`config.mk`:
```
export PLATFORM = sky130hd
export DESIGN_NAME = notification_banner_controller
export DESIGN_NICKNAME = d
export VERILOG_FILES = /design/src/rtl/nbc_pkg.sv /design/src/rtl/nbc_cfg.sv /design/src/rtl/nbc_core.sv /design/src/rtl/notification_banner_controller.sv
export SDC_FILE = /design/constraint.sdc
export NUM_CORES = 1
export LEC_CHECK = 0
export BUFFER_PORTS_ARGS = -buffer_cell sky130_fd_sc_hd__buf_2
export CAP_MARGIN = 0
export CORE_MARGIN = 8
export CORE_UTILIZATION = 57
export DETAILED_ROUTE_END_ITERATION = 10
export HOLD_SLACK_MARGIN = 0.03
export PLACE_DENSITY = 0.83
export SLEW_MARGIN = 20
export SYNTH_ARGS = -nofsm -noshare
export SYNTH_HDL_FRONTEND = slang
export SYNTH_SLANG_ARGS = --single-unit
```
`constraint.sdc`:
```
create_clock -name aclk -period 4.5 [get_ports aclk]
set_input_delay 1.35 -clock aclk [delete_from_list [all_inputs] [get_ports aclk]]
set_output_delay 1.35 -clock aclk [all_outputs]
set_load 0.005 [all_outputs]
```
`src/rtl/nbc_pkg.sv`:
```
// Package of the notification banner controller: item types, codes, reset values.
// Depends on nothing.
package nbc_pkg;

    localparam int unsigned TIME_W = 32;

    typedef logic [1:0]        op_t;
    typedef logic [2:0]        src_t;
    typedef logic [1:0]        cfg_idx_t;
    typedef logic [TIME_W-1:0] ms_t;

    localparam op_t OP_UPDATE  = 2'd0;
    localparam op_t OP_BATTERY = 2'd1;
    localparam op_t OP_DRAW    = 2'd2;

    localparam src_t SRC_NONE   = 3'd0;
    localparam src_t SRC_EMPTY  = 3'd1;
    localparam src_t SRC_LOW    = 3'd2;
    localparam src_t SRC_UPDATE = 3'd3;
    localparam src_t SRC_NEARBY = 3'd4;

    localparam logic [1:0] LEVEL_OK   = 2'd0;
    localparam logic [1:0] LEVEL_LOW  = 2'd1;
    localparam logic [1:0] LEVEL_CRIT = 2'd2;

    localparam cfg_idx_t CFG_UPDATE_HOLD    = 2'd0;
    localparam cfg_idx_t CFG_BATTERY_CHECK  = 2'd1;
    localparam cfg_idx_t CFG_BATTERY_HOLD   = 2'd2;
    localparam cfg_idx_t CFG_BATTERY_REPEAT = 2'd3;

    localparam ms_t UPDATE_HOLD_RST    = 32'd5000;
    localparam ms_t BATTERY_CHECK_RST  = 32'd1000;
    localparam ms_t BATTERY_HOLD_RST   = 32'd5000;
    localparam ms_t BATTERY_REPEAT_RST = 32'd60000;

    typedef struct packed {
        ms_t update_hold;
        ms_t battery_check;
        ms_t battery_hold;
        ms_t battery_repeat;
    } nbc_cfg_t;

    typedef struct packed {
        op_t  op;
        ms_t  now_ms;
        logic update_due;
        logic battery_low;
        logic battery_critical;
        logic nearby_present;
        logic screen_repainted;
    } nbc_item_t;

    typedef struct packed {
        logic chrome_request;
        logic mark_shown;
        logic paint;
        src_t banner_source;
    } nbc_result_t;

endpackage

```
`src/rtl/nbc_cfg.sv`:
```
// Configuration register file of the notification banner controller.
// Depends on nbc_pkg.
module nbc_cfg (
    input  logic              aclk,
    input  logic              aresetn,
    input  logic              cfg_wr_en,
    input  nbc_pkg::cfg_idx_t cfg_index,
    input  nbc_pkg::ms_t      cfg_wdata,
    output nbc_pkg::nbc_cfg_t cfg
);
    import nbc_pkg::*;

    nbc_cfg_t cfg_reg;
    nbc_cfg_t cfg_next;

    always_comb begin
        cfg_next = cfg_reg;
        if (cfg_wr_en) begin
            case (cfg_index)
                CFG_UPDATE_HOLD:    cfg_next.update_hold    = cfg_wdata;
                CFG_BATTERY_CHECK:  cfg_next.battery_check  = cfg_wdata;
                CFG_BATTERY_HOLD:   cfg_next.battery_hold   = cfg_wdata;
                CFG_BATTERY_REPEAT: cfg_next.battery_repeat = cfg_wdata;
                default:            cfg_next = cfg_reg;
            endcase
        end
    end

    always_ff @(posedge aclk) begin
        if (!aresetn) begin
            cfg_reg.update_hold    <= UPDATE_HOLD_RST;
            cfg_reg.battery_check  <= BATTERY_CHECK_RST;
            cfg_reg.battery_hold   <= BATTERY_HOLD_RST;
            cfg_reg.battery_repeat <= BATTERY_REPEAT_RST;
        end else begin
            cfg_reg <= cfg_next;
        end
    end

    assign cfg = cfg_reg;

endmodule

```
`src/rtl/nbc_core.sv`:
```
// Banner state and the per-item update logic of the notification banner controller.
// Depends on nbc_pkg.
module nbc_core (
    input  logic                 aclk,
    input  logic                 aresetn,
    input  logic                 commit,
    input  nbc_pkg::nbc_item_t   item,
    input  nbc_pkg::nbc_cfg_t    cfg,
    output nbc_pkg::nbc_result_t result
);
    import nbc_pkg::*;

    logic       update_active_reg,       update_active_next;
    ms_t        update_shown_time_reg,   update_shown_time_next;
    ms_t        battery_check_time_reg,  battery_check_time_next;
    logic [1:0] battery_level_reg,       battery_level_next;
    logic [1:0] battery_banner_reg,      battery_banner_next;
    ms_t        battery_shown_time_reg,  battery_shown_time_next;
    ms_t        battery_hidden_time_reg, battery_hidden_time_next;
    logic       battery_ever_hidden_reg, battery_ever_hidden_next;
    logic       paint_pending_reg,       paint_pending_next;

    // Elapsed times, all modulo 2^32.
    ms_t since_update;
    ms_t since_check;
    ms_t since_shown;
    ms_t since_hidden;

    assign since_update = item.now_ms - update_shown_time_reg;
    assign since_check  = item.now_ms - battery_check_time_reg;
    assign since_shown  = item.now_ms - battery_shown_time_reg;
    assign since_hidden = item.now_ms - battery_hidden_time_reg;

    always_comb begin
        logic       req;
        logic [1:0] level;
        logic       changed;
        logic [1:0] banner_mid;
        logic       ever_mid;
        src_t       src;

        update_active_next       = update_active_reg;
        update_shown_time_next   = update_shown_time_reg;
        battery_check_time_next  = battery_check_time_reg;
        battery_level_next       = battery_level_reg;
        battery_banner_next      = battery_banner_reg;
        battery_shown_time_next  = battery_shown_time_reg;
        battery_hidden_time_next = battery_hidden_time_reg;
        battery_ever_hidden_next = battery_ever_hidden_reg;
        paint_pending_next       = paint_pending_reg;
        result                   = '0;
        req                      = 1'b0;
        level = item.battery_critical ? LEVEL_CRIT :
                (item.battery_low ? LEVEL_LOW : LEVEL_OK);
        changed    = (level != battery_level_reg);
        banner_mid = changed ? 2'd0 : battery_banner_reg;
        ever_mid   = changed ? 1'b0 : battery_ever_hidden_reg;
        src        = SRC_NONE;

        case (item.op)
            OP_UPDATE: begin
                if (update_active_reg) begin
                    if (since_update >= cfg.update_hold) begin
                        update_active_next = 1'b0;
                        req                = 1'b1;
                    end
                end else if (item.update_due) begin
                    update_active_next     = 1'b1;
                    update_shown_time_next = item.now_ms;
                    result.mark_shown      = 1'b1;
                    req                    = 1'b1;
                end
            end
            OP_BATTERY: begin
                // A stored check time of zero is treated as never checked.
                if (battery_check_time_reg == '0 || since_check >= cfg.battery_check) begin
                    battery_check_time_next  = item.now_ms;
                    battery_level_next       = level;
                    battery_banner_next      = banner_mid;
                    battery_ever_hidden_next = ever_mid;
                    req = changed && (battery_banner_reg != 2'd0);
                    if (level == LEVEL_OK) begin
                        // Banner is already cleared above when the level changed.
                        battery_banner_next = 2'd0;
                        req = req || (banner_mid != 2'd0);
                    end else if (banner_mid != 2'd0) begin
                        if (since_shown >= cfg.battery_hold) begin
                            battery_banner_next      = 2'd0;
                            battery_hidden_time_next = item.now_ms;
                            battery_ever_hidden_next = 1'b1;
                            req                      = 1'b1;
                        end
                    end else if (!(ever_mid && since_hidden < cfg.battery_repeat)) begin
                        battery_banner_next = (level == LEVEL_CRIT) ? SRC_EMPTY[1:0]
                                                                    : SRC_LOW[1:0];
                        battery_shown_time_next = item.now_ms;
                        req                     = 1'b1;
                    end
                end
            end
            OP_DRAW: begin
                if (battery_banner_reg != 2'd0) begin
                    src = {1'b0, battery_banner_reg};
                end else if (update_active_reg) begin
                    src = SRC_UPDATE;
                end else if (item.nearby_present) begin
                    src = SRC_NEARBY;
                end
                if (src == SRC_NONE) begin
                    paint_pending_next = 1'b0;
                end else if (paint_pending_reg || item.screen_repainted) begin
                    paint_pending_next = 1'b0;
                    result.paint       = 1'b1;
                end
                result.banner_source = src;
            end
            default: begin
                result = '0;
            end
        endcase

        if (req) begin
            paint_pending_next = 1'b1;
        end
        result.chrome_request = req;
    end

    always_ff @(posedge aclk) begin
        if (!aresetn) begin
            update_active_reg       <= 1'b0;
            update_shown_time_reg   <= '0;
            battery_check_time_reg  <= '0;
            battery_level_reg       <= LEVEL_OK;
            battery_banner_reg      <= 2'd0;
            battery_shown_time_reg  <= '0;
            battery_hidden_time_reg <= '0;
            battery_ever_hidden_reg <= 1'b0;
            paint_pending_reg       <= 1'b0;
        end else if (commit) begin
            update_active_reg       <= update_active_next;
            update_shown_time_reg   <= update_shown_time_next;
            battery_check_time_reg  <= battery_check_time_next;
            battery_level_reg       <= battery_level_next;
            battery_banner_reg      <= battery_banner_next;
            battery_shown_time_reg  <= battery_shown_time_next;
            battery_hidden_time_reg <= battery_hidden_time_next;
            battery_ever_hidden_reg <= battery_ever_hidden_next;
            paint_pending_reg       <= paint_pending_next;
        end
    end

endmodule

```
`src/rtl/notification_banner_controller.sv`:
```
// Top level of the notification banner controller: input register, core, result register.
// Depends on nbc_pkg, nbc_cfg and nbc_core.
//
// The controller takes one request per clock cycle and returns exactly one result per
// request. A request is first captured in an input register; from there the banner
// state logic evaluates it against the current state, commits the new state and loads
// the result register. As the state is written at the same edge as the result, the
// following request already sees its effect, so back-to-back requests need no bubbles.
// The throughput is set by that single state-update stage: one request per cycle
// while m_ready is high. When the result side stalls, the result register holds its
// value and the input register can still take one more request, after which s_ready
// drops. Op 0 is an update-notice tick, op 1 a battery tick and op 2 a draw; op 3
// changes nothing and returns all zero fields. Configuration is written through
// cfg_wr_en, cfg_index and cfg_wdata and must only be written while no request is in
// flight.
module notification_banner_controller (
    input  logic              aclk,
    input  logic              aresetn,

    input  logic              cfg_wr_en,
    input  nbc_pkg::cfg_idx_t cfg_index,
    input  nbc_pkg::ms_t      cfg_wdata,

    input  logic              s_valid,
    output logic              s_ready,
    input  nbc_pkg::op_t      s_op,
    input  nbc_pkg::ms_t      s_now_ms,
    input  logic              s_update_due,
    input  logic              s_battery_low,
    input  logic              s_battery_critical,
    input  logic              s_nearby_present,
    input  logic              s_screen_repainted,

    output logic              m_valid,
    input  logic              m_ready,
    output logic              m_chrome_request,
    output logic              m_mark_shown,
    output logic              m_paint,
    output nbc_pkg::src_t     m_banner_source
);
    import nbc_pkg::*;

    nbc_cfg_t    cfg;
    nbc_result_t core_result;

    logic        in_valid_reg,  in_valid_next;
    nbc_item_t   in_item_reg;
    logic        out_valid_reg, out_valid_next;
    nbc_result_t out_result_reg;

    logic        s_take;
    logic        advance;
    logic        fire;

    // The stage holding a request moves on when the result register is free or drains.
    assign advance = !out_valid_reg || m_ready;
    assign fire    = in_valid_reg && advance;
    assign s_ready = !in_valid_reg || advance;
    assign s_take  = s_valid && s_ready;

    nbc_cfg u_cfg (
        .aclk      (aclk),
        .aresetn   (aresetn),
        .cfg_wr_en (cfg_wr_en),
        .cfg_index (cfg_index),
        .cfg_wdata (cfg_wdata),
        .cfg       (cfg)
    );

    nbc_core u_core (
        .aclk    (aclk),
        .aresetn (aresetn),
        .commit  (fire),
        .item    (in_item_reg),
        .cfg     (cfg),
        .result  (core_result)
    );

    always_comb begin
        in_valid_next = in_valid_reg;
        if (s_take) begin
            in_valid_next = 1'b1;
        end else if (fire) begin
            in_valid_next = 1'b0;
        end

        out_valid_next = out_valid_reg;
        if (fire) begin
            out_valid_next = 1'b1;
        end else if (m_ready) begin
            out_valid_next = 1'b0;
        end
    end

    always_ff @(posedge aclk) begin
        if (!aresetn) begin
            in_valid_reg  <= 1'b0;
            out_valid_reg <= 1'b0;
        end else begin
            in_valid_reg  <= in_valid_next;
            out_valid_reg <= out_valid_next;
        end
    end

    // Payload registers carry no reset.
    always_ff @(posedge aclk) begin
        if (s_take) begin
            in_item_reg.op               <= s_op;
            in_item_reg.now_ms           <= s_now_ms;
            in_item_reg.update_due       <= s_update_due;
            in_item_reg.battery_low      <= s_battery_low;
            in_item_reg.battery_critical <= s_battery_critical;
            in_item_reg.nearby_present   <= s_nearby_present;
            in_item_reg.screen_repainted <= s_screen_repainted;
        end
        if (fire) begin
            out_result_reg <= core_result;
        end
    end

    assign m_valid          = out_valid_reg;
    assign m_chrome_request = out_result_reg.chrome_request;
    assign m_mark_shown     = out_result_reg.mark_shown;
    assign m_paint          = out_result_reg.paint;
    assign m_banner_source  = out_result_reg.banner_source;

endmodule

```
==> reports/results.tsv, run 1 <==
stage	metric	value	unit
outcome	status	finished, violations left	
outcome	violations	negative setup slack	
finish	regArea	6660	sq um
critical_path	critPathRequiredTime	4940	ps
timing	rsz0062_at_grt	yes	
clock_network	cts_buffers	36	
finish	multi_input_area	13500	sq um
critical_path	arrival	5790	ps
synthesis	syn_nets	2874	
clock_network	htree_levels	2	
grt	grt-ovfl-total	0	
timing	relSlewSlack	35.7	%
critical_path	crit_type	register to register	
finish	largest_reg_flops	128	
hold_path	hold_depth	2	
grt	grt_max_degree	116	
drt	firstDrtPassIters	8	
drt	drtIter0Drc	2157	
clock_network	cts_tree	done	
critical_path	path_buf_inv	4	
critical_path	crit_path_max_fanout	6	
timing	finalHoldViolations	0	
timing	finalCritPeriodShare	119	%
clock_network	root_buffer	clkbuf_16	
timing	setup_violations	104	
synthesis	ys_seq_area_share	32.2	%
floorplanning	row_count	70	
synthesis	synth_common_cells	422 x nand2_1, 276 x inv_1, 265 x dfxtp_1, 251 x ha_1, 143 x a21boi_0	
clock_network	path_clk_slew	60	ps
floorplanning	core_area	36200	sq um
floorplanning	ioPinCount	86	
critical_path	critical_path.top_delay_family	compound AO/OA/AOI/OAI gates	
synthesis	synthCells	2541	
clock_network	clock_latency	550	ps
drt	antenna_left	0	
finish	fill_cells	2371	
synthesis	syn_area	20700	sq um
floorplanning	start_util	57.2	%
power	cellLeakagePower	10.7	nW
synthesis	yosysTopAreaCellShare	25.6	%
finish	postLayoutCellArea	26600	sq um
clock_network	cts.path.max_buffers	3	
synthesis	yosys_warnings	0	
timing	fin_crit	5350	ps
drt	vias_per_cell	6.09	
clock_network	clock-sinks	310	
grt	antenna_found_initial	0	
grt	grt_pass1_wl	99400	um
critical_path	crit_path_end_kind	register	
synthesis	synth-main-ff-cell	dfxtp_1	
placed_design	dp_hpwl	44800	um
synthesis	syn_avg_cell_area	8.15	sq um
placed_design	place_congestion	0.964	
floorplanning	die_w	207	um
synthesis	synth.distinct_cells	77	
drt	drc	0	
placed_design	io_buffers	85	
finish	area_delta_synth_final	28.6	%
drt	vias	20866	
synthesis	synthArstFlopShare	0	%
floorplanning	fp.dieArea	42700	sq um
critical_path	crit_chain	buf_4, ha_1, buf_4, a211oi_1, nand2_1, a41oi_1, o31ai_2, a22o_1, o311ai_2, nand2_1, a21oi_2, o21ai_1, xor2_1, ha_1, nand4_1, nor3_2, a311oi_4, a211oi_4, nand2_8, buf_6, clkbuf_16, nand3_1, o21ai_1	
timing	max_freq	0.187	GHz
grt	grt_usage	28.9	%
power	power.density	296	nW/um^2
synthesis	ys_ff_latch	310	
critical_path	cp_slowest_cell	edfxtp_1	
drt	wl_per_cell	20.3	um
critical_path	reg2regPathDepth	23	
synthesis	synth_edf_count	45	
critical_path	r2r_slack	-850	ps
timing	clock_skew	27.5	ps
finish	utilization	73.6	%
synthesis	synthTopCellsByArea	dfxtp_1 26%, ha_1 15%, nand2_1 7.7%	
power	irDropWorstVdd	0.262	mV
flow_run	maxCapViolCount	0	
drt	wl	69400	um
critical_path	worstReg2RegEnd	u_core.battery_shown_time_reg[11]	
critical_path	timing.rr.start	in_item_reg[18]	
placed_design	place_area	23700	sq um
critical_path	cpPeakStageDelay	450	ps
finish	drive_gt1_share	23.0	%
critical_path	startpoint_type	register	
hold_path	hp-class	register to register	
timing	worstMarginPinSlew	962	ps
floorplanning	die-height	207	um
timing	hold_slack	458	ps
finish	nets	3267	
synthesis	yosysTopAreaCell	dfxtp_1	
grt	grt_pass1_vias	19979	
timing	slew_viol_final	0	
finish	antenna_cells	0	
hold_path	hp-start	u_core.battery_hidden_time_reg[3]	
synthesis	yosysMostFrequentCell	nand2_1	
hold_path	hold_path_end	u_core.battery_hidden_time_reg[3]	
timing	layout_setup_ws	-846	ps
clock_network	cts_hold_buffers	0	
-- worst min-delay path, stage by stage (launching register included) --
cell     delay, ps
dfxtp_1        310
nand2_1         50
o21ai_1         50
-- logic make-up after synthesis --
kind of cell               share of synthesized area [%]
and+or+nand+nor                                     17.7
adders and majority gates                           15.6
muxes                                               1.64
buffers and inverters                               7.11
AOI/OAI and AO/OA                                   21.0
xor gates and xnor gates                            4.78
DFF                                                 32.2
-- stage by stage --
| stage | TNS [ps] | setup slack, ps | total power, mW | cells |
|---|---|---|---|---|
| final | -67190 | -846 | 7.89 | 3425 |
| after CTS | -46530 | -539 | 7.72 | 3389 |
| after global routing | -84050 | -952 | 8.18 | 3425 |
| after global placement | -57200 | -597 | 4.69 | 3295 |
| after detailed placement | -71180 | -855 | 4.78 | 3295 |
| after floorplan | -12130 | -228 | 4.11 | 2541 |
-- routing by layer --
layer	wire, um	up-vias	part of all wire (%)	GRT usage, %
met4	4540	0	6.5	13.9
met3	6600	379	9.5	3.78
met2	31600	1230	46	48.2
met5	0	-	0	0
met1	26700	9739	38	36.8
li1	-	9518	-	-
-- worst max-delay path by stage --
stage | startpoint | end | slack, ps | cells after the start
floorplan | in_item_reg[6] | u_core.battery_hidden_time_reg[10] | -230 | 25
global placement | in_item_reg[5] | m_chrome_request | -600 | 24
detailed placement | in_item_reg[5] | m_chrome_request | -860 | 24
CTS | in_item_reg[5] | m_chrome_request | -540 | 24
global route | in_item_reg[18] | u_core.battery_shown_time_reg[11] | -950 | 23
finish | in_item_reg[18] | u_core.battery_shown_time_reg[11] | -850 | 23
-- layout by cell type, fill, tap and decap left out, types with 6 or more instances in the layout --
cell       count
a211oi_1      14
a21boi_0     141
a21o_1        96
a21oi_1      107
a21oi_2       14
a31oi_1        8
and2_1         6
and3_1        14
buf_12        13
buf_2         84
buf_4        325
buf_6         10
clkbuf_16     46
clkbuf_8       6
dfxtp_1      265
edfxtp_1      45
ha_1         244
inv_1        272
mux2i_1       33
nand2_1      419
nand2b_1      24
nand3_1       29
nand3_2       57
nand4_1       35
nor2_1        87
nor2b_1       62
nor3_1        20
nor4_1        11
o211ai_1      32
o21a_1        23
o21ai_0       53
o21ai_1       59
o21ai_2       24
o21bai_1      11
xnor2_1       79
xor2_1        32
-- final cells by class --
cell class,instances,area share (%)
multi-input cells,1859,50.8
well taps,468,2.20
clock inverters,15,0.559
clock buffers,46,3.71
repair buffers,451,13.8
flip-flops and latches,310,25.0
inverters,276,3.89
-- where the power goes --
part	switching [mW]	internal, mW
combinational	1.10	0.938
clock	1.22	1.67
sequential	0.0642	2.90
total	2.38	5.51
-- repair_timing --
| item | CTS | global route |
|---|---|---|
| setup buffers | 27 | 25 |
| gates cloned | 6 | 13 |
| pin swaps | 52 | 90 |
| resized for setup | 96 | 147 |
| endpoints found under the setup margin | 104 | 104 |
No activity file was read; power rests on OpenSTA's default activity.
==> run 2: changes to the inputs <==
PLACE_DENSITY = 0.77   (was 0.83)
==> run 2 against run 1 <==
  * The run still ends with negative setup slack left
  * Non-clock buffer count down 39
  * Wire length down 9.2%
  * Hold slack worse by 7.1 ps
  * First-iteration DRC count down 31%
  * Via count down 5.9%
  * Die area unchanged
  * Sequential cell count unchanged
  * Sequential share of layout area up 0.57 points
  * Cell count down 0.96%
  * Critical path type unchanged
  * Largest power group is now clock
==> reports/results.tsv, run 2 (synthesized netlist as in run 1, its figures left out) <==
stage	metric	value	unit	change
grt	grt_pass1_wl	98400	um	-1.0%
timing	rsz0062_at_grt	yes		
clock_network	clock_latency	570	ps	+20 ps
drt	drtIter0Drc	1493		-31%
finish	area_delta_synth_final	25.7	%	
floorplanning	core_area	36200	sq um	unchanged
clock_network	cts.path.max_buffers	3		unchanged
timing	finalCritPeriodShare	113	%	-5.9 points
timing	hold_slack	450	ps	-7.06 ps
timing	tns	-50060	ps	+17120 ps
critical_path	critical_path.top_delay_family	compound AO/OA/AOI/OAI gates		
drt	wl	63000	um	-9.2%
critical_path	arrival	5530	ps	-260 ps
drt	drc	0		unchanged
flow_run	maxCapViolCount	0		unchanged
critical_path	critPathRequiredTime	4950	ps	about the same
clock_network	cts_hold_buffers	0		unchanged
timing	clock_skew	24.1	ps	-3.38 ps
grt	grt-ovfl-total	0		unchanged
outcome	violations	negative setup slack		
critical_path	startpoint_type	register		
placed_design	dp_cells	3286		-0.27%
timing	setup_violations	104		unchanged
floorplanning	ioPinCount	86		unchanged
clock_network	htree_levels	2		unchanged
power	power.density	304	nW/um^2	+2.6%
grt	grt_max_degree	152		+31%
critical_path	crit_type	register to register		
drt	vias_per_cell	5.79		-5.0%
critical_path	cpPeakStageDelay	460	ps	about the same
clock_network	cts_tree	done		
finish	drive_gt1_share	21.2	%	-1.8 points
power	cellLeakagePower	10.4	nW	-2.1%
timing	worstMarginPinSlew	971	ps	+9.51 ps
floorplanning	fp.dieArea	42700	sq um	unchanged
placed_design	place_area	23600	sq um	-0.24%
timing	finalHoldViolations	0		unchanged
critical_path	crit_path_end_kind	register		
critical_path	r2r_slack	-580	ps	+270 ps
drt	wl_per_cell	18.6	um	-8.3%
floorplanning	row_count	70		unchanged
grt	antenna_found_initial	1		+1
grt	grt_pass1_vias	19619		-1.8%
drt	firstDrtPassIters	6		-2
clock_network	root_buffer	clkbuf_16		
critical_path	path_common_cell	buf_4		
placed_design	dp_hpwl	45000	um	+0.39%
power	power	7.92	mW	+0.35%
finish	antenna_cells	0		unchanged
floorplanning	start_util	57.2	%	unchanged
critical_path	cp_slowest_cell	a2111oi_1		
timing	slew_viol_final	0		unchanged
drt	vias	19627		-5.9%
timing	relSlewSlack	35.1	%	-0.64 points
finish	postLayoutCellArea	26000	sq um	-2.2%
grt	grt_usage	28.9	%	-0.074 points
finish	largest_reg_flops	128		unchanged
clock_network	cts_buffers	37		+2.8%
finish	nets	3229		-1.2%
finish	final_cell_mix	419 x nand2_1, 298 x buf_4, 272 x inv_1		
placed_design	place_congestion	1.01		+4.5%
placed_design	io_buffers	85		unchanged
power	irDropWorstVdd	0.276	mV	+5.3%
clock_network	clock-sinks	310		unchanged
outcome	status	finished, violations left		
timing	max_freq	0.197	GHz	+5.3%
floorplanning	die-height	207	um	unchanged
finish	fill_cells	2717		+15%
hold_path	hp-class	register to register		
floorplanning	die_w	207	um	unchanged
clock_network	path_clk_slew	50	ps	about the same
drt	antenna_left	0		unchanged
timing	layout_setup_ws	-579	ps	+267 ps
critical_path	path_buf_inv	6		+2
finish	mostFrequentLayoutCell	nand2_1		
critical_path	crit_path_max_fanout	8		+2
finish	layoutNonFillerInstCount	3392		-0.96%
timing	fin_crit	5080	ps	-267 ps
run 2: cell count changes in the layout (fill, tap and decap cells not counted), sizes merged:
cell / change
buf: -32
clkbuf: +2
clkinvlp: -2
inv: -1
run 2: worst paths after layout:
| check | start | end | depth (start not counted) |
|---|---|---|---|
| min reg2reg | u_core.battery_hidden_time_reg[9] | u_core.battery_hidden_time_reg[9] | 2 |
| max reg2reg | in_item_reg[7] | u_core.battery_shown_time_reg[31] | 25 |
| max | in_item_reg[7] | u_core.battery_shown_time_reg[31] | 25 |
| min | u_core.battery_hidden_time_reg[9] | u_core.battery_hidden_time_reg[9] | 2 |
run 2: per-layer routing:
metal | vias to the layer above | GRT usage [%] | share of wire, %
li1 | 9441 | - | -
met1 | 9233 | 38.2 | 43
met2 | 779 | 47.4 | 45
met3 | 174 | 4.10 | 7.8
met4 | 0 | 10.8 | 3.6
met5 | - | 0 | 0
run 2: tightest hold or removal path: stages (launching register included):
cell,delay (ps)
dfxtp_1,300
nand2_1,60
o21ai_1,50
run 2: what timing repair did:
item,4_1_cts,5_1_grt
gates cloned,6,3
setup endpoints to repair,104,104
endpoints found under the hold margin,0,0
pin swaps,35,64
setup buffers,19,14
resized for setup,93,104
run 2: power by group:
part           internal (mW)  leakage (nW)  switching (mW)
registers               2.90          2.59          0.0628
clock network           1.83         0.604            1.23
logic                  0.879          7.25            1.02
run 2: area by class of cell:
cell class                 count  area, sq um  area share (%)
clock inverter                12          108           0.413
sequential                   310         6660            25.6
tap                          468          586            2.25
multi-input combinational   1859        13300            51.2
clock buffer                  55         1120            4.29
inverter                     276         1040            3.98
timing repair buffer         412         3210            12.3
run 2: metrics by stage:
step	worst slack (ps)	utilization, %
global route	-826	72.0
floorplan	-228	-
finish	-579	72.0
detailed placement	-789	65.3
CTS	-505	70.4
global placement	-632	65.3
